[config.mk]
export PLATFORM = sky130hd
export DESIGN_NAME = ctli_queue
export DESIGN_NICKNAME = d
export VERILOG_FILES = /design/src/hdl/ctli_pkg.sv /design/src/hdl/ctli_queue.sv
export SDC_FILE = /design/constraint.sdc
export NUM_CORES = 1
export LEC_CHECK = 0
export BUFFER_PORTS_ARGS = -buffer_cell sky130_fd_sc_hd__buf_2
export CELL_PAD_IN_SITES_DETAIL_PLACEMENT = 0
export CELL_PAD_IN_SITES_GLOBAL_PLACEMENT = 2
export CORE_MARGIN = 2
export CORE_UTILIZATION = 38
export DETAILED_ROUTE_END_ITERATION = 8
export PLACE_DENSITY = 0.78
export SLEW_MARGIN = 30
export SYNTH_ARGS = -nofsm -noshare
export SYNTH_HDL_FRONTEND = slang
export SYNTH_SLANG_ARGS = --single-unit
[constraint.sdc]
create_clock -name i_clk -period 4.15 [get_ports i_clk]
set_input_delay 0.83 -clock i_clk [delete_from_list [all_inputs] [get_ports i_clk]]
set_output_delay 0.83 -clock i_clk [all_outputs]
set_load 0.01 [all_outputs]
[src/hdl/ctli_pkg.sv]
// shared types and constants for the curve table linear interpolator
// no dependencies

package ctli_pkg;

    localparam int DATA_W     = 32;
    localparam int INDEX_W    = 12;
    localparam int TS_W       = 18;
    localparam int COL_W      = 6;
    localparam int CFG_W      = 7;
    localparam int CFG_IDX_W  = 2;
    localparam int ADDR_MAX_W = 16;
    localparam int FRAC_W     = 16;
    localparam int ALPHA_W    = FRAC_W + 1;
    localparam int POS_W      = ALPHA_W + CFG_W;
    localparam int PROD_W     = DATA_W + 1 + ALPHA_W + 1;

    localparam logic [CFG_IDX_W-1:0] CFG_GRID_POINTS = 2'd0;
    localparam logic [CFG_IDX_W-1:0] CFG_EMBED_DIM   = 2'd1;

    localparam logic [CFG_W-1:0] GRID_MIN       = 7'd2;
    localparam logic [CFG_W-1:0] EMBED_MIN      = 7'd1;
    localparam logic [CFG_W-1:0] GRID_RESET     = 7'd2;
    localparam logic [CFG_W-1:0] EMBED_RESET    = 7'd64;
    localparam logic [ALPHA_W-1:0] ONE_Q16      = 17'h10000;

    typedef enum logic {
        ACT_WRITE = 1'b0,
        ACT_QUERY = 1'b1
    } t_action;

    typedef struct packed {
        logic [CFG_W-1:0] grid;
        logic [CFG_W-1:0] embed;
    } t_geom;

    typedef struct packed {
        t_action               action;
        logic [ADDR_MAX_W-1:0] addr_a;
        logic [ADDR_MAX_W-1:0] addr_b;
        logic [DATA_W-1:0]     wdata;
        logic [ALPHA_W-1:0]    alpha;
    } t_cmd;

endpackage

[src/hdl/ctli_queue.sv]
// two-entry command queue between front and back end
// depends on ctli_pkg

module ctli_queue (
    input  logic           i_clk,
    input  logic           i_rst_n,
    input  logic           i_push_valid,
    input  ctli_pkg::t_cmd i_push_data,
    output logic           o_push_ready,
    output logic           o_pop_valid,
    output ctli_pkg::t_cmd o_pop_data,
    input  logic           i_pop_ready
);
    import ctli_pkg::*;

    t_cmd       r_mem [2];
    logic       r_wp;
    logic       r_rp;
    logic [1:0] r_count;
    logic       push;
    logic       pop;

    assign o_push_ready = (r_count != 2'd2);
    assign o_pop_valid  = (r_count != 2'd0);
    assign o_pop_data   = r_mem[r_rp];
    assign push         = i_push_valid && o_push_ready;
    assign pop          = o_pop_valid && i_pop_ready;

    always_ff @(posedge i_clk) begin
        if (!i_rst_n) begin
            r_wp    <= 1'b0;
            r_rp    <= 1'b0;
            r_count <= 2'd0;
        end else begin
            if (push) begin
                r_wp <= !r_wp;
            end
            if (pop) begin
                r_rp <= !r_rp;
            end
            case ({push, pop})
                2'b10:   r_count <= r_count + 2'd1;
                2'b01:   r_count <= r_count - 2'd1;
                default: r_count <= r_count;
            endcase
        end
    end

    always_ff @(posedge i_clk) begin
        if (push) begin
            r_mem[r_wp] <= i_push_data;
        end
    end

endmodule

==> summary.txt, run 1 <==
Outcome
  • Status: complete, no violations

Clock network
  • Skew-Pair Late Insertion Delay: approximately 0.41 ns
  • Post-CTS Hold Buffers: 0
  • Postcts setup bufs: 0
  • Clock Pin Slew Worst Setup and Hold Paths: about 0.060 ns
  • Cts repair resizes: 0
  • CTS tree: done
  • Inserted Clock Buffers: 17
  • CTS H-Tree Depth: 4
  • CTS max path bufs: 2
  • Root buf cell: clkbuf_16
  • CTS sink count: ~170

GRT
  • Initial antenna violation count: 0
  • First-pass GRT wire length: between 15 and 20 mm
  • GRT Residual Overflow: 0
  • Vias in the first global route: 3,316
  • Total GRT Usage: 0.131
  • Largest net degree at the start of global routing: 68

Power
  • Peak supply drop: 371 uV
  • Pleak: 2.93 nW
  • Pwr dens: between 600 and 700 nW/um2
  • Total power: 5.05 mW

Route
  • Routed vias/inst: roughly 4.5
  • Drt first pass iters: 5
  • Via count: around 3,100
  • Final WL: 11.2 mm
  • ANT nets after route: 0
  • Iter 0 DRT Violations: 142
  • # DRC: 0
  • DR WL/cell: between 15 and 20 um

Die
  • Die Footprint: approximately 17,000 um2
  • Row count: 46
  • Starting Density: 0.387
  • Die Y: 131 um
  • Die width: about 130 um
  • Top-level I/O count: between 150 and 200
  • Core area: 15,800 um2

Critical path
  • FF-to-FF path depth: 4
  • CP max stage cell: dfxtp_4
  • Crit path DAT: between 1.5 and 2 ns
  • Worst R2R End: r_mem[1][27]$_DFFE_PP_
  • CP max stage delay: 0.72 ns
  • Startpoint Class: flop
  • Critical Path Sink Type: primary output
  • Critical path depth in cells: 3
  • CP top delay family: flip-flops
  • Critical path type: flop to primary output
  • FF-to-FF Start: r_count[0]$_SDFFE_PN0P_
  • Worst Path Buf+Inv: 2
  • Crit-path max FO: 43
  • Worst R2R Setup Slack: between 2 and 2.5 ns
  • Crit-path cells: buf_16 > mux2_2 > buf_2
  • Worst EP required: around 3.3 ns

Worst hold path
  • Hold Path Origin: r_count[1]$_SDFFE_PN0P_
  • Min-delay worst type: flop to flop
  • Hold path endpoint: r_count[1]$_SDFFE_PN0P_
  • Hold depth: 2

Yosys
  • Async SR Flop Fraction: 0
  • Syn Inst Count: between 200 and 300
  • Syn avg cell area: between 20 and 25 um2
  • Sequential-to-total area share from yosys stat: 0.820
  • Yosys warnings: 0
  • #FFs+latches synth: ~170
  • Cell with the most instances after synthesis: edfxtp_1
  • Post-synth EDFFs: roughly 160
  • Dominant cells by area after synthesis: edfxtp_1 (80%), mux2_2 (15%), dfxtp_1 (1.6%)
  • Post-synth top cells: edfxtp_1 (164), mux2_2 (82), buf_2 (9)
  • Top_reg_cell synth: edfxtp_1
  • Syn Nets: approximately 370
  • Synth top area share: 0.804
  • Netlist cell types: 20
  • Synth area leader: edfxtp_1
  • Mapped Area: 6130 um2

STA
  • Unrepaired setup endpoints after global routing: false
  • Rel. slew slack: 0.606
  • Setup violators final: 0
  • Setup TNS: 0 ns
  • Tcrit/Tclk final: 0.677
  • Fmax achieved: between 0.3 and 0.4 GHz
  • Tightest Pin Transition: around 0.59 ns
  • Final hold violation count: 0
  • Min Hold Slack: 0.529 ns
  • Min Tclk post-route: 2.81 ns
  • Final Max Slew Viols: 0
  • Clock skew: around 0.0043 ns

Finish
  • Fin area: about 7900 um2
  • Layout area overhead: 29.0%
  • Final core occ: 0.499
  • Fin nets: 550
  • Layout cells sized above 1: 0.607
  • Diodes inserted: 0

Job
  • Number of max-cap violations: 0

Placed design
  • Placed inst area: slightly above 7000 um2
  • # port buffers: between 150 and 200
  • Detailed placement HPWL: 7.17 mm
  • Gp weighted congestion: ~0.7
-- layout make-up --
type	instances	area (um2)
fillers	1329	7930
multi-input cells	100	1060
well taps	216	270
clock inverters	13	178
clock buffers	19	433
flip-flops and latches	169	5030
repair buffers	174	928
inverters	1	5.00
-- layer usage --
layer	up-vias	part of all wire	GRT usage
met4	0	0.021	0.0626
met2	102	0.50	0.225
met3	19	0.075	0.0509
li1	1475	-	-
met1	1517	0.40	0.143
met5	-	0	0
-- through the flow --
| stage | std cells | setup WS [ns] |
|---|---|---|
| 2_1_floorplan | 279 | 0.910 |
| 3_3_place_gp | 658 | 1.57 |
| 3_5_place_dp | 659 | 1.67 |
| 4_1_cts | 691 | 1.26 |
| 5_1_grt | 692 | 1.22 |
| 6_report | 692 | 1.34 |
-- kinds of logic after synthesis --
logic type,after synthesis,share of synthesized area
flip-flops,169,0.820
adder cells (fa/ha/maj),1,0.00204
XOR/XNOR,3,0.00429
AND/OR/NAND/NOR,9,0.00899
multiplexers,82,0.151
AO/OA/AOI/OAI,5,0.00613
buffers and inverters,10,0.00796
-- tightest hold or removal path, delay by kind of cell (launching register included) --
kind,cells,cell delay [ns]
flops,1,0.34
compound gates,2,0.15
-- worst max path at each step --
stage	end	slack [ns]
after floorplan	r_mem[1][0]$_DFFE_PP_	0.91
after global placement	o_pop_data[18]	1.57
after detailed placement	r_mem[1][1]$_DFFE_PP_	1.67
after CTS	o_pop_data[16]	1.26
after global routing	o_pop_data[81]	1.22
final	o_pop_data[14]	1.34
-- state kept, by name, summed over array words and instances (netlist names), named ones only --
signal and flops:
r_count 2, r_mem 164, r_rp 1, r_wp 1
-- report_power, final --
group | internal, mW | switching, mW | total, mW | leakage, nW
registers | 2.16 | 0.119 | 2.27 | 1.58
clock network | 1.00 | 0.608 | 1.61 | 0.300
logic | 0.584 | 0.579 | 1.16 | 1.05
total | 3.74 | 1.31 | 5.05 | 2.93
-- cell usage in the layout (no fill, tap or decap), drive strengths merged, types with 2 or more instances in the layout --
| cell type | instances |
|---|---|
| dfxtp | 5 |
| bufinv | 4 |
| edfxtp | 164 |
| clkbuf | 19 |
| mux2 | 82 |
| clkinv | 10 |
| nor2b | 2 |
| xnor2 | 3 |
| a21boi | 2 |
| buf | 174 |
No activity file was read; power rests on OpenSTA's default activity.
==> run 2: changes to the inputs <==
--- a/config.mk
+++ b/config.mk
@@ -5,13 +5,14 @@
 export SDC_FILE = /design/constraint.sdc
 export NUM_CORES = 1
 export LEC_CHECK = 0
+export ABC_AREA = 1
 export BUFFER_PORTS_ARGS = -buffer_cell sky130_fd_sc_hd__buf_2
 export CELL_PAD_IN_SITES_DETAIL_PLACEMENT = 0
 export CELL_PAD_IN_SITES_GLOBAL_PLACEMENT = 2
 export CORE_MARGIN = 2
-export CORE_UTILIZATION = 38
+export CORE_UTILIZATION = 35
 export DETAILED_ROUTE_END_ITERATION = 8
-export PLACE_DENSITY = 0.78
+export PLACE_DENSITY = 0.74
 export SLEW_MARGIN = 30
 export SYNTH_ARGS = -nofsm -noshare
 export SYNTH_HDL_FRONTEND = slang
==> constraint.sdc (replaced) <==
create_clock -name i_clk -period 2.4 [get_ports i_clk]
set_input_delay 0.48 -clock i_clk [delete_from_list [all_inputs] [get_ports i_clk]]
set_output_delay 0.48 -clock i_clk [all_outputs]
set_load 0.01 [all_outputs]
==> run 2 against run 1 <==
Sequential share of layout area is 1.9 points lower. Clock skew is 0.0048 ns higher. Design area is 3.2% higher. Final cell count is 4.5% higher. Sequential power is 64% higher. Global-route usage is 1.4 points lower. First-iteration DRC count is 6.3% higher. Total power is 52% higher. Routed wire length is 1.9% higher. Largest power group unchanged.
==> summary.txt, run 2 <==
Outcome
  • Status: complete, no violations

Power
  • Pwr dens: 944 nW/um2 (+48%)
  • Pleak: 3.19 nW (+8.9%)
  • Peak supply drop: 468 uV (+26%)

Clock network
  • CTS max path bufs: 2 (unchanged)
  • Inserted Clock Buffers: 17 (unchanged)
  • CTS tree: done
  • CTS sink count: 169 (unchanged)
  • Skew-Pair Late Insertion Delay: 0.42 ns (about the same)
  • Cts repair resizes: 0 (unchanged)
  • Clock Pin Slew Worst Setup and Hold Paths: 0.06 ns (about the same)
  • CTS H-Tree Depth: 4 (unchanged)
  • Root buf cell: clkbuf_16
  • Post-CTS Hold Buffers: 0 (unchanged)
  • Postcts setup bufs: 0 (unchanged)

STA
  • Rel. slew slack: 0.620 (+0.0139)
  • Min Hold Slack: 0.249 ns (-0.280 ns)
  • Fmax achieved: ~0.45 GHz
  • Final Max Slew Viols: 0 (unchanged)
  • Setup violators final: 0 (unchanged)
  • Setup WS post-layout: 0.164 ns (-1.18 ns)
  • Tightest Pin Transition: 0.571 ns (-0.0208 ns)
  • Final hold violation count: 0 (unchanged)
  • Setup TNS: 0 ns (unchanged)
  • Min Tclk post-route: between 2 and 2.5 ns
  • Clock skew: 0.00913 ns (+0.00482 ns)
  • Unrepaired setup endpoints after global routing: false
  • Tcrit/Tclk final: 0.932

Critical path
  • FF-to-FF Start: r_count[0]$_SDFFE_PN0P_
  • Startpoint Class: flop
  • Worst EP required: 1.92 ns (-1.40 ns)
  • Crit path DAT: 1.76 ns (-0.22 ns)
  • Worst R2R End: r_mem[1][59]$_DFFE_PP_
  • Worst Setup EP: o_pop_data[63]
  • FF-to-FF path depth: 5 (+1)
  • Critical path type: flop to primary output
  • Worst R2R Setup Slack: 0.58 ns (-1.59 ns)
  • Crit-path max FO: 38 (-12%)
  • Critical Path Sink Type: primary output

Yosys
  • Syn Inst Count: 291 (+4.3%)
  • #FFs+latches synth: 169 (unchanged)
  • Mapped Area: 6560 um2 (+7.0%)
  • Async SR Flop Fraction: 0 (unchanged)
  • Top_reg_cell synth: edfxtp_1
  • Syn Nets: 378 (+3.3%)
  • Cell with the most instances after synthesis: edfxtp_1
  • Dominant cells by area after synthesis: edfxtp_1 (75%), mux2_4 (18%), buf_12 (2.4%)
  • Post-synth EDFFs: 164 (unchanged)
  • Sequential-to-total area share from yosys stat: 0.767 (-0.0534)
  • Yosys warnings: 0 (unchanged)
  • Netlist cell types: 15 (-25%)
  • Syn avg cell area: 22.5 um2 (+2.6%)
  • Synth top area share: 0.751 (-0.0523)
  • Synth area leader: edfxtp_1
  • Post-synth top cells: edfxtp_1 (164), mux2_4 (80), nand2_1 (10), nor2_1 (10), buf_12 (8)

Die
  • Die Footprint: 19,800 um2 (+16%)
  • Core area: 18,500 um2 (+17%)
  • Die Y: 141 um (+7.5%)
  • Row count: 50 (+8.7%)
  • Die width: 141 um (+7.5%)
  • Top-level I/O count: 170 (unchanged)
  • Starting Density: 0.354 (-0.0332)

Route
  • Routed vias/inst: 4.39 (-2.4%)
  • DR WL/cell: 15.7 um (-2.5%)
  • Drt first pass iters: 4 (-1)
  • Final WL: 11.4 mm (+1.9%)
  • # DRC: 0 (unchanged)
  • Via count: 3,174 (+2.0%)
  • ANT nets after route: 0 (unchanged)
  • Iter 0 DRT Violations: 151 (+6.3%)

Finish
  • Max reg flops: 164 (unchanged)
  • Layout area overhead: 24.4%
  • Register name with the most flops: r_mem
  • Commonest cells after routing, fill and taps aside: buf_2 (169), edfxtp_1 (164), mux2_4 (80)
  • # fillers: 1,665 (+25%)
  • Final core occ: 0.440 (-0.0591)
  • Leading cell type in the layout, fill and taps excluded: buf_2
  • FF/Latch Area: 5030 um2 (unchanged)
  • Fin nets: 563 (+2.4%)
  • Layout cells sized above 1: 0.588 (-0.0190)
  • Largest registers: r_mem: 164 flops, r_count: 2 flops
  • Multi-input gate area: 1360 um2 (+28%)

Placed design
  • Post-Place Setup Slack: 0.564 ns (-1.11 ns)
  • Gp weighted congestion: 0.687 (-2.1%)
  • Detailed placement HPWL: 7.57 mm (+5.6%)
  • # port buffers: 169 (unchanged)

GRT
  • First-pass GRT wire length: 17.5 mm (+6.1%)
  • Largest net degree at the start of global routing: 43 (-37%)
  • Total GRT Usage: 0.117 (-0.0143)
  • Vias in the first global route: 3,351 (+1.1%)
  • GRT Residual Overflow: 0 (unchanged)
  • Initial antenna violation count: 1 (+1)

Job
  • Number of max-cap violations: 0 (unchanged)

Worst hold path
  • Min-delay worst type: input pin to flop
[run 2: cell types whose count changed after synthesis, sizes merged, moves of 2 or more]
cell,delta
xnor2,-3
nor2b,-2
nand2,+9
nor2,+10
a21boi,-2
inv,+4
[run 2: report_power, final]
| part | internal, mW | total, mW | switching [mW] |
|---|---|---|---|
| Combinational | 0.832 | 1.61 | 0.778 |
| Sequential | 3.62 | 3.73 | 0.110 |
| Clock | 1.30 | 2.36 | 1.05 |
[run 2: logic make-up after synthesis]
logic type	Yosys count	synth area share
AO/OA/AOI/OAI	3	0.00267
adder cells (fa/ha/maj)	1	0.00191
buffers and inverters	14	0.0290
flip-flops	169	0.767
multiplexers	82	0.187
AND/OR/NAND/NOR	22	0.0132
[run 2: layout make-up]
class | count | share of cell area
antenna | 1 | 0.000307
clock buffer | 18 | 0.0526
tap | 234 | 0.0359
multi-input combinational | 108 | 0.166
clock inverter | 13 | 0.0103
inverter | 5 | 0.00230
sequential | 169 | 0.617
timing repair buffer | 175 | 0.115
[run 2: worst min path at each step]
stage                                 start                     end  slack, ns  cells after the start
after global routing        i_push_data[56]  r_mem[0][56]$_DFFE_PP_       0.22                      1
after CTS                   i_push_data[56]  r_mem[0][56]$_DFFE_PP_       0.22                      1
final                       i_push_data[56]  r_mem[0][56]$_DFFE_PP_       0.25                      1
after floorplan           r_rp$_SDFFE_PN0P_                    flop       0.45                      2
after detailed placement  r_rp$_SDFFE_PN0P_       r_rp$_SDFFE_PN0P_       0.51                      2
after global placement    r_rp$_SDFFE_PN0P_       r_rp$_SDFFE_PN0P_       0.48                      2
[run 2: through the flow]
stage	area (um2)	power [mW]	std cells
2_1_floorplan	6560	4.95	291
3_3_place_gp	7640	5.41	691
3_5_place_dp	7640	5.44	691
4_1_cts	8150	7.83	722
5_1_grt	8150	8.06	722
6_report	8150	7.69	723
[run 2: worst max-delay path: stages (launching register included)]
cell	delay [ns]
dfxtp_4	0.50
buf_12	0.31
mux2_4	0.34
buf_2	0.14
[run 2: per-layer routing]
layer	vias up	routed length [um]	track usage
li1	1509	-	-
met1	1555	4710	0.134
met2	100	5770	0.198
met3	10	741	0.0435
met4	0	159	0.0505
met5	-	0	0
==> run 3: changes to the inputs <==
--- a/config.mk
+++ b/config.mk
@@ -10,9 +10,10 @@
 export CELL_PAD_IN_SITES_DETAIL_PLACEMENT = 0
 export CELL_PAD_IN_SITES_GLOBAL_PLACEMENT = 2
 export CORE_MARGIN = 2
-export CORE_UTILIZATION = 35
+export CORE_UTILIZATION = 42
+export CTS_CLUSTER_SIZE = 28
 export DETAILED_ROUTE_END_ITERATION = 8
-export PLACE_DENSITY = 0.74
+export PLACE_DENSITY = 0.84
 export SLEW_MARGIN = 30
 export SYNTH_ARGS = -nofsm -noshare
 export SYNTH_HDL_FRONTEND = slang
==> constraint.sdc (replaced) <==
create_clock -name i_clk -period 2.6 [get_ports i_clk]
set_input_delay 0.52 -clock i_clk [delete_from_list [all_inputs] [get_ports i_clk]]
set_output_delay 0.52 -clock i_clk [all_outputs]
set_load 0.01 [all_outputs]
==> run 3 against run 2 <==
Total power shrank 6.6%. Highest routed layer is now met5. First-iteration DRC count increased by 15%. Sequential cell count did not move. Critical path type unchanged. Sequential share of layout area grew 0.49 points. Largest cell class unchanged. Setup slack improved by 0.11 ns. Hold slack improved by 0.049 ns. Count of clock-buffer cells in the layout shrank 1. Register-to-register slack gained 0.13 ns.
==> summary.txt, run 3 (same netlist as run 2, synthesis figures left out) <==
GRT
  • Met3 Use GR: 0.0516 (+0.00808)
  • Largest net degree at the start of global routing: 49 (+14%)
  • GRT Residual Overflow: 0 (unchanged)
  • Vias in the first global route: 3,238 (-3.4%)
  • First-pass GRT wire length: 16.9 mm (-3.2%)
  • Total GRT Usage: 0.138 (+0.0214)
  • Met2 usage: 0.228 (+0.0308)
  • Met1 GRT Util: 0.168 (+0.0340)
  • GRT busiest layer: met2
  • Initial antenna violation count: 1 (unchanged)

Worst hold path
  • Min-delay worst type: input pin to flop
  • Hold Path Origin: i_push_data[65]

Finish
  • Layout area overhead: 23.4%
  • Diodes inserted: 0 (-1)
  • Fin nets: 563 (unchanged)
  • Leading cell type in the layout, fill and taps excluded: buf_2
  • Layout cells sized above 1: 0.588 (unchanged)
  • Commonest cells after routing, fill and taps aside: buf_2 (169), edfxtp_1 (164), mux2_4 (80)
  • # fillers: 1,242 (-25%)
  • Max reg flops: 164 (unchanged)
  • Register name with the most flops: r_mem
  • Largest registers: r_mem: 164 flops, r_count: 2 flops
  • Fin area: 8090 um2 (-0.78%)

Die
  • Die Y: 129 um (-8.5%)
  • Top-level I/O count: 170 (unchanged)
  • Die width: 129 um (-8.5%)
  • Starting Density: 0.431 (+0.0772)
  • Die Footprint: 16,600 um2 (-16%)
  • Row count: 45 (-10%)
  • Core area: 15,200 um2 (-18%)

Route
  • # DRC: 0 (unchanged)
  • Via count: 3,207 (+1.0%)
  • DR WL/cell: 16.9 um (+7.3%)
  • Iter 0 DRT Violations: 173 (+15%)
  • ANT nets after route: 0 (unchanged)
  • Final WL: 11.4 mm (+0.33%)
  • Routed vias/inst: 4.74 (+8.1%)
  • Drt first pass iters: 4 (unchanged)

Clock network
  • CTS sink count: 169 (unchanged)
  • Cts repair resizes: 0 (unchanged)
  • Inserted Clock Buffers: 17 (unchanged)
  • Root buf cell: clkbuf_16
  • Postcts setup bufs: 0 (unchanged)
  • CTS H-Tree Depth: 4 (unchanged)
  • CTS max path bufs: 2 (unchanged)
  • CTS tree: done
  • Post-CTS Hold Buffers: 0 (unchanged)
  • Skew-Pair Late Insertion Delay: 0.41 ns (about the same)
  • Clock Pin Slew Worst Setup and Hold Paths: 0.06 ns (about the same)

Power
  • Pwr dens: 888 nW/um2 (-5.9%)
  • Peak supply drop: 506 uV (+8.2%)
  • Pleak: 3.19 nW (+0.12%)
  • Total power: 7.18 mW (-6.6%)

STA
  • Final Max Slew Viols: 0 (unchanged)
  • Tightest Pin Transition: 0.646 ns (+0.0750 ns)
  • Clock skew: 0.00596 ns (-0.00317 ns)
  • Setup violators final: 0 (unchanged)
  • Min Tclk post-route: between 2 and 2.5 ns
  • Final hold violation count: 0 (unchanged)
  • Tcrit/Tclk final: 0.894
  • Min Hold Slack: 0.299 ns (+0.0494 ns)
  • Rel. slew slack: 0.569 (-0.0500)
  • Unrepaired setup endpoints after global routing: false
  • Setup WS post-layout: 0.276 ns (+0.112 ns)
  • Fmax achieved: between 0.4 and 0.5 GHz

Placed design
  • Placed inst area: 7550 um2 (-1.1%)
  • # port buffers: 169 (unchanged)
  • Gp weighted congestion: 0.676 (-1.6%)
  • Detailed placement HPWL: 7.81 mm (+3.2%)
  • Post-Place Setup Slack: 0.679 ns (+0.115 ns)

Critical path
  • Crit-path max FO: 35 (-7.9%)
  • FF-to-FF Start: r_count[0]$_SDFFE_PN0P_
  • Startpoint Class: flop
  • Critical Path Sink Type: primary output
  • Worst EP required: 2.08 ns (+0.16 ns)
  • Crit path DAT: 1.80 ns (+0.04 ns)
  • Critical path type: flop to primary output

Job
  • Number of max-cap violations: 0 (unchanged)

Outcome
  • Status: complete, no violations
[run 3: cell types whose count changed in the layout (fill, tap and decap cells not counted), sizes merged]
| cell | before | now |
|---|---|---|
| bufinv | 0 | 1 |
| clkbuf | 18 | 17 |
| clkinv | 10 | 9 |
| diode | 1 | 0 |
| inv | 5 | 6 |
[run 3: layer usage]
layer	vias to the layer above	routed length [um]
met3	12	794
met5	-	12
met4	2	104
met1	1578	4800
li1	1502	-
met2	113	5710
[run 3: power by group]
part           internal [mW]  switching (mW)
logic                  0.755           0.723
registers               3.34           0.109
clock network           1.30           0.959
[run 3: critical path, stage by stage (launching register included)]
cell and delay, ns:
dfxtp_4 0.56, buf_12 0.32, mux2_2 0.37, buf_2 0.14
[run 3: stage by stage]
step,cells,utilization,TNS [ns]
floorplan,291,-,-109.27
global placement,645,0.497,0
detailed placement,645,0.497,0
CTS,676,0.532,0
global route,676,0.532,0
finish,676,0.532,0
[run 3: area by class of cell]
cell class / count / area [um2] / area share
Sequential cell: 169 / 5030 / 0.622
Multi-Input combinational cell: 108 / 1360 / 0.168
Clock inverter: 14 / 109 / 0.0135
Tap cell: 188 / 235 / 0.0291
Clock buffer: 17 / 425 / 0.0526
Inverter: 5 / 18.8 / 0.00232
Timing Repair Buffer: 175 / 916 / 0.113
[run 3: final timing paths]
kind	endpoint	slack (ns)	cells past startpoint
worst max register to register	r_mem[0][5]$_DFFE_PP_	0.71	5
worst max-delay path	o_pop_data[70]	0.28	3
worst min-delay path	r_mem[0][65]$_DFFE_PP_	0.30	1
worst min register to register	r_rp$_SDFFE_PN0P_	0.50	2
