## src/hdl/ctli_pkg.sv

```systemverilog
// shared types and constants for the curve table linear interpolator
// no dependencies

package ctli_pkg;

    localparam int DATA_W     = 32;
    localparam int INDEX_W    = 12;
    localparam int TS_W       = 18;
    localparam int COL_W      = 6;
    localparam int CFG_W      = 7;
    localparam int CFG_IDX_W  = 2;
    localparam int ADDR_MAX_W = 16;
    localparam int FRAC_W     = 16;
    localparam int ALPHA_W    = FRAC_W + 1;
    localparam int POS_W      = ALPHA_W + CFG_W;
    localparam int PROD_W     = DATA_W + 1 + ALPHA_W + 1;

    localparam logic [CFG_IDX_W-1:0] CFG_GRID_POINTS = 2'd0;
    localparam logic [CFG_IDX_W-1:0] CFG_EMBED_DIM   = 2'd1;

    localparam logic [CFG_W-1:0] GRID_MIN       = 7'd2;
    localparam logic [CFG_W-1:0] EMBED_MIN      = 7'd1;
    localparam logic [CFG_W-1:0] GRID_RESET     = 7'd2;
    localparam logic [CFG_W-1:0] EMBED_RESET    = 7'd64;
    localparam logic [ALPHA_W-1:0] ONE_Q16      = 17'h10000;

    typedef enum logic {
        ACT_WRITE = 1'b0,
        ACT_QUERY = 1'b1
    } t_action;

    typedef struct packed {
        logic [CFG_W-1:0] grid;
        logic [CFG_W-1:0] embed;
    } t_geom;

    typedef struct packed {
        t_action               action;
        logic [ADDR_MAX_W-1:0] addr_a;
        logic [ADDR_MAX_W-1:0] addr_b;
        logic [DATA_W-1:0]     wdata;
        logic [ALPHA_W-1:0]    alpha;
    } t_cmd;

endpackage

```

## src/hdl/ctli_in_if.sv

```systemverilog
// input channel: table writes and timestep queries
// depends on ctli_pkg

interface ctli_in_if;
    logic                                valid;
    logic                                ready;
    logic                                action;
    logic [ctli_pkg::INDEX_W-1:0]        table_index;
    logic signed [ctli_pkg::DATA_W-1:0]  table_value;
    logic signed [ctli_pkg::TS_W-1:0]    timestep;

    modport source (output valid, action, table_index, table_value, timestep, input ready);
    modport sink (input valid, action, table_index, table_value, timestep, output ready);
endinterface

```

## src/hdl/ctli_front.sv

```systemverilog
// front end: accepts items, clamps and scales queries, forms table commands
// depends on ctli_pkg and ctli_in_if

module ctli_front #(
    parameter int STORE_WORDS = 4096
) (
    input  logic           i_clk,
    input  logic           i_rst_n,
    ctli_in_if.sink        i_in,
    input  ctli_pkg::t_geom i_geom,
    output logic           o_cmd_valid,
    output ctli_pkg::t_cmd o_cmd,
    input  logic           i_cmd_ready
);
    import ctli_pkg::*;

    logic                 r_s1_valid;
    t_action              r_s1_action;
    logic                 r_s1_addr_ok;
    logic [INDEX_W-1:0]   r_s1_index;
    logic [DATA_W-1:0]    r_s1_value;
    logic [ALPHA_W-1:0]   r_s1_ts;

    logic                 r_s2_valid;
    t_action              r_s2_action;
    logic                 r_s2_addr_ok;
    logic [INDEX_W-1:0]   r_s2_index;
    logic [DATA_W-1:0]    r_s2_value;
    logic [POS_W-1:0]     r_s2_pos;

    logic                 s1_free;
    logic                 s2_free;
    logic                 addr_ok;
    logic [ALPHA_W-1:0]   ts_clamped;
    logic [CFG_W-1:0]     grid_m1;
    logic [CFG_W-1:0]     grid_m2;
    logic [POS_W-FRAC_W-1:0] lower_raw;
    logic [CFG_W-1:0]     lower;
    logic [POS_W-1:0]     alpha_full;
    logic [2*CFG_W-1:0]   base;

    assign addr_ok = int'({20'd0, i_in.table_index}) < STORE_WORDS;

    always_comb begin
        if (i_in.timestep[TS_W-1]) begin
            ts_clamped = '0;
        end else if (i_in.timestep[TS_W-2:0] > ONE_Q16) begin
            ts_clamped = ONE_Q16;
        end else begin
            ts_clamped = i_in.timestep[ALPHA_W-1:0];
        end
    end

    assign grid_m1 = i_geom.grid - 7'd1;
    assign grid_m2 = i_geom.grid - 7'd2;

    assign o_cmd_valid = r_s2_valid && ((r_s2_action == ACT_QUERY) || r_s2_addr_ok);
    assign s2_free     = !r_s2_valid || !o_cmd_valid || i_cmd_ready;
    assign s1_free     = !r_s1_valid || s2_free;
    assign i_in.ready  = s1_free;

    // lower row capped so that the upper row stays in the table
    always_comb begin
        lower_raw  = r_s2_pos[POS_W-1:FRAC_W];
        lower      = (lower_raw > {1'b0, grid_m2}) ? grid_m2 : lower_raw[CFG_W-1:0];
        alpha_full = r_s2_pos - {1'b0, lower, {FRAC_W{1'b0}}};
        base       = {7'd0, lower} * {7'd0, i_geom.embed};
    end

    always_comb begin
        o_cmd.action = r_s2_action;
        o_cmd.wdata  = r_s2_value;
        if (r_s2_action == ACT_QUERY) begin
            o_cmd.addr_a = ADDR_MAX_W'(base);
            o_cmd.addr_b = ADDR_MAX_W'(base + {7'd0, i_geom.embed});
            o_cmd.alpha  = alpha_full[ALPHA_W-1:0];
        end else begin
            o_cmd.addr_a = ADDR_MAX_W'(r_s2_index);
            o_cmd.addr_b = '0;
            o_cmd.alpha  = '0;
        end
    end

    always_ff @(posedge i_clk) begin
        if (!i_rst_n) begin
            r_s1_valid <= 1'b0;
            r_s2_valid <= 1'b0;
        end else begin
            if (s1_free) begin
                r_s1_valid <= i_in.valid;
            end
            if (s2_free) begin
                r_s2_valid <= r_s1_valid;
            end
        end
    end

    always_ff @(posedge i_clk) begin
        if (s1_free && i_in.valid) begin
            r_s1_action  <= t_action'(i_in.action);
            r_s1_addr_ok <= addr_ok;
            r_s1_index   <= i_in.table_index;
            r_s1_value   <= i_in.table_value;
            r_s1_ts      <= ts_clamped;
        end
        if (s2_free && r_s1_valid) begin
            r_s2_action  <= r_s1_action;
            r_s2_addr_ok <= r_s1_addr_ok;
            r_s2_index   <= r_s1_index;
            r_s2_value   <= r_s1_value;
            r_s2_pos     <= POS_W'(r_s1_ts) * POS_W'(grid_m1);
        end
    end

endmodule

```

## src/flat_wrapper.sv

```systemverilog
// flat-port wrapper written by rule: the top's interface ports become plain ports
module ctli_front_flat import ctli_pkg::*;
#(
    parameter int STORE_WORDS = 4096
)
  (i_clk, i_rst_n, i_geom, o_cmd_valid, o_cmd, i_cmd_ready, i_in_valid, i_in_action, i_in_table_index, i_in_table_value, i_in_timestep, i_in_ready);
  ctli_in_if i_in_i ();
  input  logic i_clk;
  input  logic i_rst_n;
  input  ctli_pkg::t_geom i_geom;
  output logic o_cmd_valid;
  output ctli_pkg::t_cmd o_cmd;
  input  logic i_cmd_ready;
  input wire logic [$bits(i_in_i.valid)-1:0] i_in_valid;
  input wire logic [$bits(i_in_i.action)-1:0] i_in_action;
  input wire logic [$bits(i_in_i.table_index)-1:0] i_in_table_index;
  input wire logic [$bits(i_in_i.table_value)-1:0] i_in_table_value;
  input wire logic [$bits(i_in_i.timestep)-1:0] i_in_timestep;
  output wire logic [$bits(i_in_i.ready)-1:0] i_in_ready;
  assign i_in_i.valid = i_in_valid;
  assign i_in_i.action = i_in_action;
  assign i_in_i.table_index = i_in_table_index;
  assign i_in_i.table_value = i_in_table_value;
  assign i_in_i.timestep = i_in_timestep;
  assign i_in_ready = i_in_i.ready;
  ctli_front #(.STORE_WORDS(STORE_WORDS)) u_core (.i_clk(i_clk), .i_rst_n(i_rst_n), .i_in(i_in_i), .i_geom(i_geom), .o_cmd_valid(o_cmd_valid), .o_cmd(o_cmd), .i_cmd_ready(i_cmd_ready));
endmodule
```

## config.mk

```make
export PLATFORM = sky130hd
export DESIGN_NAME = ctli_front_flat
export DESIGN_NICKNAME = d
export VERILOG_FILES = /design/src/hdl/ctli_pkg.sv /design/src/hdl/ctli_in_if.sv /design/src/hdl/ctli_front.sv /design/src/flat_wrapper.sv
export SDC_FILE = /design/constraint.sdc
export NUM_CORES = 1
export LEC_CHECK = 0
export BUFFER_PORTS_ARGS = -buffer_cell sky130_fd_sc_hd__buf_2
export CORE_UTILIZATION = 53
export DETAILED_ROUTE_END_ITERATION = 6
export PLACE_DENSITY = 0.79
export SETUP_SLACK_MARGIN = 0.4
export SLEW_MARGIN = 15
export SYNTH_ARGS = -nofsm -noshare
export SYNTH_HDL_FRONTEND = slang
export SYNTH_SLANG_ARGS = --single-unit
```

## constraint.sdc

```tcl
create_clock -name i_clk -period 9.1 [get_ports i_clk]
set_clock_uncertainty 0.2 [all_clocks]
set_input_delay 1.365 -clock i_clk [delete_from_list [all_inputs] [get_ports i_clk]]
set_output_delay 1.365 -clock i_clk [all_outputs]
set_load 0.01 [all_outputs]
```

==> results of run 1 <==
-- worst reg2reg max path: stages (launching register included) --
cell and delay [ns]:
edfxtp_1 0.53, nand2_1 0.16, fa_1 0.57, inv_1 0.05
fa_1 0.46, fa_1 0.54, fa_1 0.50, ha_1 0.39
a21o_1 0.21, a21o_1 0.21, a2111oi_2 0.21, o31a_2 0.26
o31ai_4 0.10, a211oi_1 0.25, o21bai_1 0.10, a21oi_1 0.17
xnor2_1 0.08
-- cell type report --
class                           count  area (µm²)
Clock inverter                     14         129
Clock buffer                       17         425
Timing Repair Buffer              225        1370
Sequential cell                   133        3970
Tap cell                          265         332
Inverter                          108         420
Fill cell                        1428        6390
Multi-Input combinational cell    658        6430
-- per-stage QoR --
step                instances  hold WS, ns  worst slack, ns
floorplan                 918        0.200            0.449
global placement         1351        0.201           0.0845
detailed placement       1351        0.205           -0.188
CTS                      1403        0.216           0.0537
global route             1420        0.223           -0.293
finish                   1420        0.215          -0.0171
-- power groups by stage --
stage                     Clock, mW  Sequential (mW)  Combinational, mW
after CTS                     0.652            0.817               2.74
after detailed placement          0            0.828               2.53
final                         0.645            0.818               3.09
after floorplan                   0            0.819               1.78
after global routing          0.674            0.823               3.38
after global placement            0            0.825               2.48
-- metal layers --
layer  part of all wire (%)  GRT usage (%)
met5                  0.053              0
met4                    3.3           11.3
met3                    4.3           4.36
met2                     53           46.1
met1                     39           27.3
-- repair_timing --
action | CTS | global route
endpoints found under the setup margin | 13 | 15
buffers inserted | 20 | 17
pin swaps | 44 | 45
gates resized for setup | 56 | 37
gates cloned | 1 | 0
hold endpoints to repair | 0 | 0
-- logic make-up (layout without fill, tap and decap cells) --
group                      count (synthesis)  after routing  synth area share (%)
and+or+nand+nor                          309            309                  16.0
adders and majority gates                189            189                  29.6
DFF                                      133            133                  37.8
buffers and inverters                    128            364                  4.95
AOI/OAI and AO/OA                         94             95                  6.19
xor gates and xnor gates                  50             50                  4.16
muxes                                     12             12                  1.27
other                                      1              3                0.0357
-- state kept, by name, summed over array words and instances, names as in the netlist --
| register | flops |
|---|---|
| u_core.r_s1_value | 32 |
| u_core.r_s1_valid | 1 |
| u_core.r_s1_ts | 17 |
| u_core.r_s2_pos | 24 |
| u_core.r_s2_index | 12 |
| u_core.r_s1_action | 1 |
| u_core.r_s2_valid | 1 |
| u_core.r_s2_value | 32 |
| u_core.r_s2_action | 1 |
| u_core.r_s1_index | 12 |
-- path summary, 6_finish.rpt --
path	endpoint	slack, ns	cells past startpoint
worst max register to register	u_core.r_s2_pos[22]$_DFFE_PP_	3.87	16
worst min-delay path	u_core.r_s2_value[28]$_DFFE_PP_	0.21	0
worst max-delay path	o_cmd[61]	-0.02	31
worst min register to register	u_core.r_s2_value[28]$_DFFE_PP_	0.21	0
-- cells in the final DEF (no fill, tap or decap), drive strengths merged, types with 16 or more instances in the layout --
master,n
clkbuf,17
nor2,23
inv,111
o21ai,16
and2,89
buf,225
ha,90
nand2,78
nand2b,22
xnor2,34
edfxtp,131
nor2b,51
fa,99
a21oi,33
xor2,16
==> run_results.csv, run 1 <==
group,metric,value,unit
run_status,status,"finished, violations left",
run_status,violations,"negative setup slack",
detailed_routing,drc_errors,0,
timing,slew_viol_final,0,
place,place_congestion,0.863,
timing,tightest_slew,0.947,ns
critical_path,crit_arrival,7.55,ns
detailed_routing,vias_per_cell,5.30,
yosys,synth.distinct_cells,62,
critical_path,worst-setup-path-type,"in -> out",
yosys,netlist_area,10500,µm²
timing,hold_viol,0,
timing,post-route-min-period,9.12,ns
timing,rsz0062_at_grt,"true",
yosys,synth-seq-cells,133,
critical_path,crit_top_cell,"fa_1",
yosys,synth_top_area_cell,"edfxtp_1",
yosys,synth_top_cells_by_area,"edfxtp_1 (37%), fa_1 (19%), ha_1 (11%), and2_1 (5.2%), inv_1 (3.9%)",
min_path,hp-start,"u_core.r_s1_value[28]$_DFFE_PP_",
clock_tree,clk_latency,0.42,ns
timing,setup_viol,2,
pwr,switching_power,1.93,mW
critical_path,slowest_delay,0.51,ns
floorplanning,die_w,143,µm
timing,max_slew_margin,36.9,%
place,place_area,11800,µm²
critical_path,cp_slowest_cell,"fa_1",
global_routing,grt_antenna_before_repair,2,
pwr,p_leak,6.01,nW
critical_path,critPathCaptureType,"output pin",
clock_tree,cts.sinks,133,
yosys,ys_warn_count,0,
critical_path,critical_path_buf_inv_count,9,
detailed_routing,wl_per_cell,17.2,µm
critical_path,cp_max_fo,3,
floorplanning,die-height,143,µm
yosys,synth_edf_count,131,
critical_path,worstPathRequired,7.54,ns
timing,timing.final.crit_share,100,%
global_routing,overflow,0,
clock_tree,cts_hold_buffers,0,
detailed_routing,ant_nets,0,
timing,setup_tns,-0.0201,ns
pwr,pwr-share-seq,18.0,%
job,maxCapViolations,0,
pwr,combPwrFrac,67.9,%
yosys,async_reset_ff_share,0,%
floorplanning,die-area,20400,µm²
critical_path,cp-start-kind,"primary input",
pwr,power.share.clock,14.2,%
critical_path,worstSetupStartpoint,"i_geom[8]",
finish,synthToLayoutAreaGrowth,24.3,%
yosys,synthTopCellsByCount,"edfxtp_1 (131), inv_1 (108), fa_1 (99), ha_1 (90), and2_1 (87)",
detailed_routing,wl,24400,µm
clock_tree,clkTransAtPathRegs,0.06,ns
finish,diodes,0,
floorplanning,start_util,54.0,%
finish,design_area,13100,µm²
pwr,p_int,2.63,mW
pwr,ir_drop,0.240,mV
place,numPortBuffers,161,
timing,max_freq,110,MHz
min_path,hold_path.class,"reg -> reg",
detailed_routing,via_count,7527,
finish,finalCoreUtilization,67.2,%
timing,fin_ws,-0.0171,ns
yosys,avgSynthCellArea,11.5,µm²
clock_tree,cts_root_buf,"clkbuf_16",
global_routing,track_usage,24.7,%
clock_tree,htreeDepth,4,
global_routing,grt_pass1_wl,38300,µm
yosys,synth_ff_type,"edfxtp_1",
yosys,seq_area_frac_synth,37.8,%
detailed_routing,firstDrtPassIters,5,
floorplanning,core_area,19500,µm²
place,dp_hpwl,17700,µm
detailed_routing,drt_first_iter_violations,304,
clock_tree,cts_tree,"done",
critical_path,reg2reg_from,"u_core.r_s1_ts[7]$_SDFFCE_PP0P_",
critical_path,crit_family,"adder cells",
pwr,p_sw_share,42.3,%
pwr,power,4.55,mW
yosys,syn_inst,916,
global_routing,grt_pass1_vias,7985,
yosys,netlist.area_leader.share,37.4,%
global_routing,grt_max_degree,70,
clock_tree,numCtsBuffers,17,
floorplanning,rows,51,
finish,drive_gt1_share,30.3,%
yosys,yosysMostFrequentCell,"edfxtp_1",
finish,nets,1413,
clock_tree,cts.path.max_buffers,2,
floorplanning,ios,165,
pwr,power.density,348,nW/µm²
Power figures use the tool's default switching activity.
==> run 2, diff against run 1 <==
Settings changed: CORE_UTILIZATION 53 to 54, CTS_BUF_LIST from default to sky130_fd_sc_hd__clkbuf_4 sky130_fd_sc_hd__clkbuf_8, PLACE_DENSITY 0.79 to 0.81.
==> run 2 against run 1 <==
The run now ends clean. First-iteration DRC count up 27%. Maximum frequency up 0.27%. Worst hold slack worse by 0.00051 ns. Highest routed layer is now met4. Critical path depth down 1. Clock-buffer cell count up 1. Sequential share of layout area up 0.36 points. Utilization up 1.2 points. Register-to-register slack about the same. Critical path type unchanged. Clock power down 13%. Power up 1.6%. Combinational power up 5%. Final cell count down 0.63%.
==> run_results.csv, run 2 (synthesis gave the netlist of run 1 again) <==
group,metric,value,unit
critical_path,r2r_end,"u_core.r_s2_pos[22]$_DFFE_PP_",
clock_tree,clk_latency,0.45,ns
floorplanning,die-area,20000,µm²
clock_tree,htreeDepth,4,
detailed_routing,firstDrtPassIters,5,
critical_path,worst-setup-path-type,"in -> out",
finish,finalCoreUtilization,68.4,%
pwr,p_leak,5.94,nW
finish,synthToLayoutAreaGrowth,22.9,%
detailed_routing,ant_nets,0,
critical_path,cp_max_fo,6,
detailed_routing,via_count,7470,
floorplanning,ios,165,
finish,final_common_cell,"buf_2",
pwr,ir_drop,0.307,mV
critical_path,cp-start-kind,"primary input",
floorplanning,rows,50,
job,maxCapViolations,0,
place,dp_hpwl,17500,µm
clock_tree,cts_hold_buffers,0,
timing,setup_tns,0,ns
pwr,power.density,358,nW/µm²
clock_tree,numCtsBuffers,17,
finish,final_cells,1411,
critical_path,reg2reg_from,"u_core.r_s1_ts[5]$_SDFFCE_PP0P_",
timing,max_freq,110,MHz
critical_path,critPathCaptureType,"output pin",
global_routing,grt_pass1_wl,38000,µm
timing,rsz0062_at_grt,"true",
timing,hold-worst-slack,0.214,ns
critical_path,reg2regPathDepth,16,
min_path,hp-start,"u_core.r_s1_value[5]$_DFFE_PP_",
global_routing,grt_max_degree,70,
floorplanning,die-height,142,µm
clock_tree,cts_root_buf,"clkbuf_8",
finish,diodes,0,
timing,setup_viol,0,
timing,tightest_slew,0.917,ns
global_routing,grt_pass1_vias,8004,
place,dp.cells,1349,
critical_path,ff2ff_setup_slack,3.87,ns
critical_path,worstPathRequired,7.54,ns
critical_path,critical_path_buf_inv_count,7,
critical_path,cp_slowest_cell,"fa_1",
global_routing,overflow,0,
run_status,status,"finished, final reports clean",
detailed_routing,drt_first_iter_violations,387,
timing,slew_viol_final,0,
global_routing,track_usage,24.7,%
finish,nets,1408,
place,numPortBuffers,161,
clock_tree,cts.sinks,133,
timing,post-route-min-period,9.09,ns
detailed_routing,wl,23700,µm
finish,fill_cells,1385,
global_routing,grt_antenna_before_repair,0,
detailed_routing,vias_per_cell,5.29,
timing,max_slew_margin,38.8,%
finish,multi_input_area,6440,µm²
min_path,holdPathStages,0,
critical_path,crit_family,"adder cells",
min_path,hold_path.class,"reg -> reg",
timing,hold_viol,0,
finish,reg_top3,"u_core.r_s1_value x32, u_core.r_s2_value x32, u_core.r_s2_pos x24",
detailed_routing,drc_errors,0,
min_path,hold_path_end,"u_core.r_s2_value[5]$_DFFE_PP_",
floorplanning,core_area,18900,µm²
pwr,power,4.62,mW
finish,drive_gt1_share,29.6,%
floorplanning,start_util,55.7,%
clock_tree,clkTransAtPathRegs,0.09,ns
floorplanning,die_w,142,µm
clock_tree,cts_tree,"done",
critical_path,crit_top_cell,"fa_1",
critical_path,slowest_delay,0.56,ns
timing,timing.final.crit_share,99.9,%
clock_tree,cts.path.max_buffers,2,
finish,final_cell_mix,"buf_2 (153), edfxtp_1 (131), inv_1 (102)",
detailed_routing,wl_per_cell,16.8,µm
critical_path,crit_arrival,7.53,ns
finish,seqCellArea,3970,µm²
place,place_congestion,0.872,
run 2: worst max-delay path by stage:
| stage | start | to | slack (ns) | depth (start not counted) |
|---|---|---|---|---|
| after global routing | i_geom[8] | o_cmd[60] | -0.38 | 31 |
| after floorplan | i_geom[9] | o_cmd[61] | 0.45 | 29 |
| final | i_geom[8] | o_cmd[62] | 0.007 | 30 |
| after global placement | i_geom[9] | o_cmd[61] | 0.05 | 28 |
| after detailed placement | i_geom[9] | o_cmd[61] | -0.11 | 28 |
| after CTS | i_geom[8] | o_cmd[62] | 0.22 | 30 |
run 2: repair_timing:
item | in CTS | in global routing
setup buffers | 23 | 6
gates cloned | 1 | 0
pin swaps | 22 | 14
setup endpoints to repair | 13 | 16
resized for setup | 40 | 39
run 2: power breakdown:
part	internal, mW	switching (mW)	leakage [nW]
combinational	1.59	1.66	4.44
sequential	0.783	0.0320	1.28
clock	0.311	0.252	0.228
run 2: area by class of cell:
| cell class | count | area share, % |
|---|---|---|
| clock buffers | 18 | 1.87 |
| clock inverters | 14 | 1.66 |
| inverters | 108 | 3.20 |
| multi-input cells | 658 | 49.8 |
| flip-flops and latches | 133 | 30.8 |
| well taps | 260 | 2.52 |
| repair buffers | 220 | 10.2 |
run 2: worst register-to-register path: stages, from the launching register on:
cell,delay [ns]
edfxtp_1,0.53
nand2_1,0.12
fa_1,0.51
inv_1,0.06
fa_1,0.50
fa_1,0.52
fa_1,0.49
ha_1,0.39
a21o_1,0.21
a21o_1,0.21
a2111oi_2,0.24
o31a_2,0.28
o31ai_4,0.10
a211oi_1,0.27
o21bai_1,0.11
a21oi_1,0.18
xnor2_1,0.08
run 2: metrics by stage:
step	area, µm²	setup slack, ns
2_1_floorplan	10600	0.449
3_3_place_gp	11800	0.0538
3_5_place_dp	11800	-0.109
4_1_cts	12600	0.220
5_1_grt	12900	-0.379
6_report	12900	0.00741
run 2: routing by layer:
layer  global-route usage (%)  part of all wire, %  vias up
met1                     28.1                   39     3667
met3                     3.41                  4.4       57
met4                     10.8                  3.0        0
li1                         -                    -     3504
met2                     46.0                   53      242
met5                        0                    0        -
==> run 3, diff against run 2 <==
Settings changed: CORE_UTILIZATION 54 to 55, PLACE_DENSITY 0.81 to 0.79.
Clock period 9.1 ns to 9.55 ns, I/O delays scaled along.
==> run 3 against run 2 <==
Flip-flop and latch count unchanged. Sequential power decreased by 4.7%. Clock power decreased by 13%. Highest routed layer unchanged. Die area decreased by 1.8%. Clock-buffer cell count unchanged. Final cell count decreased by 2.8%. Sequential share of layout area increased by 0.47 points. First-iteration DRC count decreased by 10%. Power decreased by 14%. Utilization decreased by 0.34 points. Register-to-register slack improved by 0.42 ns.
==> run_results.csv, run 3 (synthesis gave the netlist of run 1 again) <==
group,metric,value,unit
detailed_routing,via_count,7404,
finish,drive_gt1_share,29.1,%
clock_tree,numCtsBuffers,17,
min_path,hold_path.class,"reg -> reg",
global_routing,grt_pass1_wl,36700,µm
critical_path,crit_family,"adder cells",
critical_path,crit_path_end,"o_cmd[61]",
global_routing,grt_antenna_before_repair,0,
critical_path,reg2reg_from,"u_core.r_s1_ts[4]$_SDFFCE_PP0P_",
critical_path,critPathCaptureType,"output pin",
global_routing,track_usage,24.2,%
critical_path,worst-setup-path-type,"in -> out",
timing,setup_viol,0,
floorplanning,start_util,56.2,%
timing,hold_viol,0,
floorplanning,die-area,19700,µm²
critical_path,crit_cells,32,
floorplanning,die_w,140,µm
place,place_congestion,0.865,
global_routing,overflow,0,
detailed_routing,firstDrtPassIters,5,
job,maxCapViolations,0,
detailed_routing,drt_first_iter_violations,348,
timing,slew_viol_final,0,
critical_path,crit_top_cell,"fa_1",
finish,diodes,0,
place,numPortBuffers,161,
clock_tree,cts.path.max_buffers,2,
detailed_routing,vias_per_cell,5.40,
finish,final_cell_mix,"buf_2 (158), edfxtp_1 (131), inv_1 (104)",
critical_path,cp-start-kind,"primary input",
detailed_routing,drc_errors,0,
finish,final_common_cell,"buf_2",
critical_path,worstSetupStartpoint,"i_geom[9]",
critical_path,crit_arrival,7.56,ns
detailed_routing,wl,23100,µm
floorplanning,die-height,140,µm
timing,max_slew_margin,37.7,%
detailed_routing,wl_per_cell,16.8,µm
finish,multi_input_area,6460,µm²
timing,post-route-min-period,9.20,ns
critical_path,cp_max_fo,6,
clock_tree,cts.sinks,133,
critical_path,cp_slowest_cell,"fa_1",
clock_tree,cts_root_buf,"clkbuf_8",
finish,fill_cells,1361,
pwr,p_leak,5.86,nW
pwr,power,3.97,mW
floorplanning,ios,165,
timing,hold-worst-slack,0.219,ns
global_routing,grt_pass1_vias,7764,
timing,rsz0062_at_grt,"true",
timing,max_freq,109,MHz
floorplanning,rows,50,
critical_path,reg2regPathDepth,16,
timing,timing.final.crit_share,96.3,%
finish,seqCellArea,3970,µm²
pwr,power.density,312,nW/µm²
clock_tree,htreeDepth,4,
detailed_routing,ant_nets,0,
critical_path,r2r_end,"u_core.r_s2_pos[22]$_DFFE_PP_",
clock_tree,clkTransAtPathRegs,0.08,ns
floorplanning,core_area,18700,µm²
finish,reg_top3,"u_core.r_s1_value x32, u_core.r_s2_value x32, u_core.r_s2_pos x24",
critical_path,critical_path_buf_inv_count,9,
critical_path,slowest_delay,0.50,ns
place,dp_hpwl,16800,µm
clock_tree,clk_latency,0.46,ns
finish,nets,1394,
global_routing,grt_max_degree,70,
critical_path,ff2ff_setup_slack,4.29,ns
run_status,status,"finished, final reports clean",
finish,synthToLayoutAreaGrowth,21.0,%
clock_tree,cts_tree,"done",
critical_path,worstPathRequired,7.92,ns
timing,tightest_slew,0.935,ns
pwr,ir_drop,0.240,mV
==> run 3: changes by cell type in the layout (fill, tap and decap cells not counted), moves of 4 or more <==
cell,change
buf_2,+5
buf_4,-14
buf_6,-5
ha_1,+4
nand2_1,-4
nand2_2,+4
==> run 3: power breakdown <==
part           switching [mW]  internal, mW
registers              0.0312         0.746
clock network           0.245         0.245
logic                    1.44          1.26
==> run 3: worst min path at each step <==
stage / from / to / cells after the start
floorplan: u_core.r_s1_action$_DFFE_PP_ / u_core.r_s2_action$_DFFE_PP_ / 0
global placement: u_core.r_s1_value[7]$_DFFE_PP_ / u_core.r_s2_value[7]$_DFFE_PP_ / 0
detailed placement: u_core.r_s1_index[3]$_DFFE_PP_ / u_core.r_s2_index[3]$_DFFE_PP_ / 0
CTS: u_core.r_s1_value[5]$_DFFE_PP_ / u_core.r_s2_value[5]$_DFFE_PP_ / 0
global route: u_core.r_s1_value[5]$_DFFE_PP_ / u_core.r_s2_value[5]$_DFFE_PP_ / 0
finish: u_core.r_s1_value[5]$_DFFE_PP_ / u_core.r_s2_value[5]$_DFFE_PP_ / 0
==> run 3: what timing repair did <==
action | 4_1_cts | 5_1_grt
buffers inserted | 8 | 10
hold buffers | 0 | 0
resized for setup | 38 | 52
gates cloned | 1 | 0
pin swaps | 18 | 33
setup endpoints to repair | 12 | 12
==> run 3: cell type report <==
type	instances	area share (%)
Timing Repair Buffer	206	9.28
Sequential cell	133	31.2
Clock buffer	18	1.95
Inverter	108	3.18
Tap cell	234	2.30
Multi-Input combinational cell	658	50.8
Clock inverter	14	1.31
==> run 3: layer usage <==
layer  GRT usage [%]  wire (µm)
met4            9.95        700
met5               0          0
met1            26.9       9090
met3            3.90        794
met2            45.7      12500
==> run 3: worst reg2reg max path, cell delays in order, from the launching register on <==
cell and delay [ns]:
edfxtp_1 0.54, nand2_1 0.13, fa_1 0.55, inv_1 0.06
fa_1 0.50, fa_1 0.53, fa_1 0.49, ha_1 0.39
a21o_1 0.20, a21o_1 0.20, a2111oi_2 0.20, o31a_2 0.27
o31ai_4 0.10, a211oi_1 0.28, o21bai_1 0.11, a21oi_1 0.18
xnor2_1 0.08
==> run 3: metrics by stage <==
stage / area, µm² / utilization (%) / TNS, ns / instances / setup slack [ns]
5_1_grt: 12700 / 68.0 / 0 / 1371 / 0.00836
4_1_cts: 12400 / 66.3 / 0 / 1361 / 0.402
2_1_floorplan: 10500 / - / 0 / 918 / 0.414
3_5_place_dp: 11700 / 62.8 / -0.483 / 1320 / -0.179
6_report: 12700 / 68.0 / 0 / 1371 / 0.353
3_3_place_gp: 11700 / 62.8 / 0 / 1320 / 0.0683
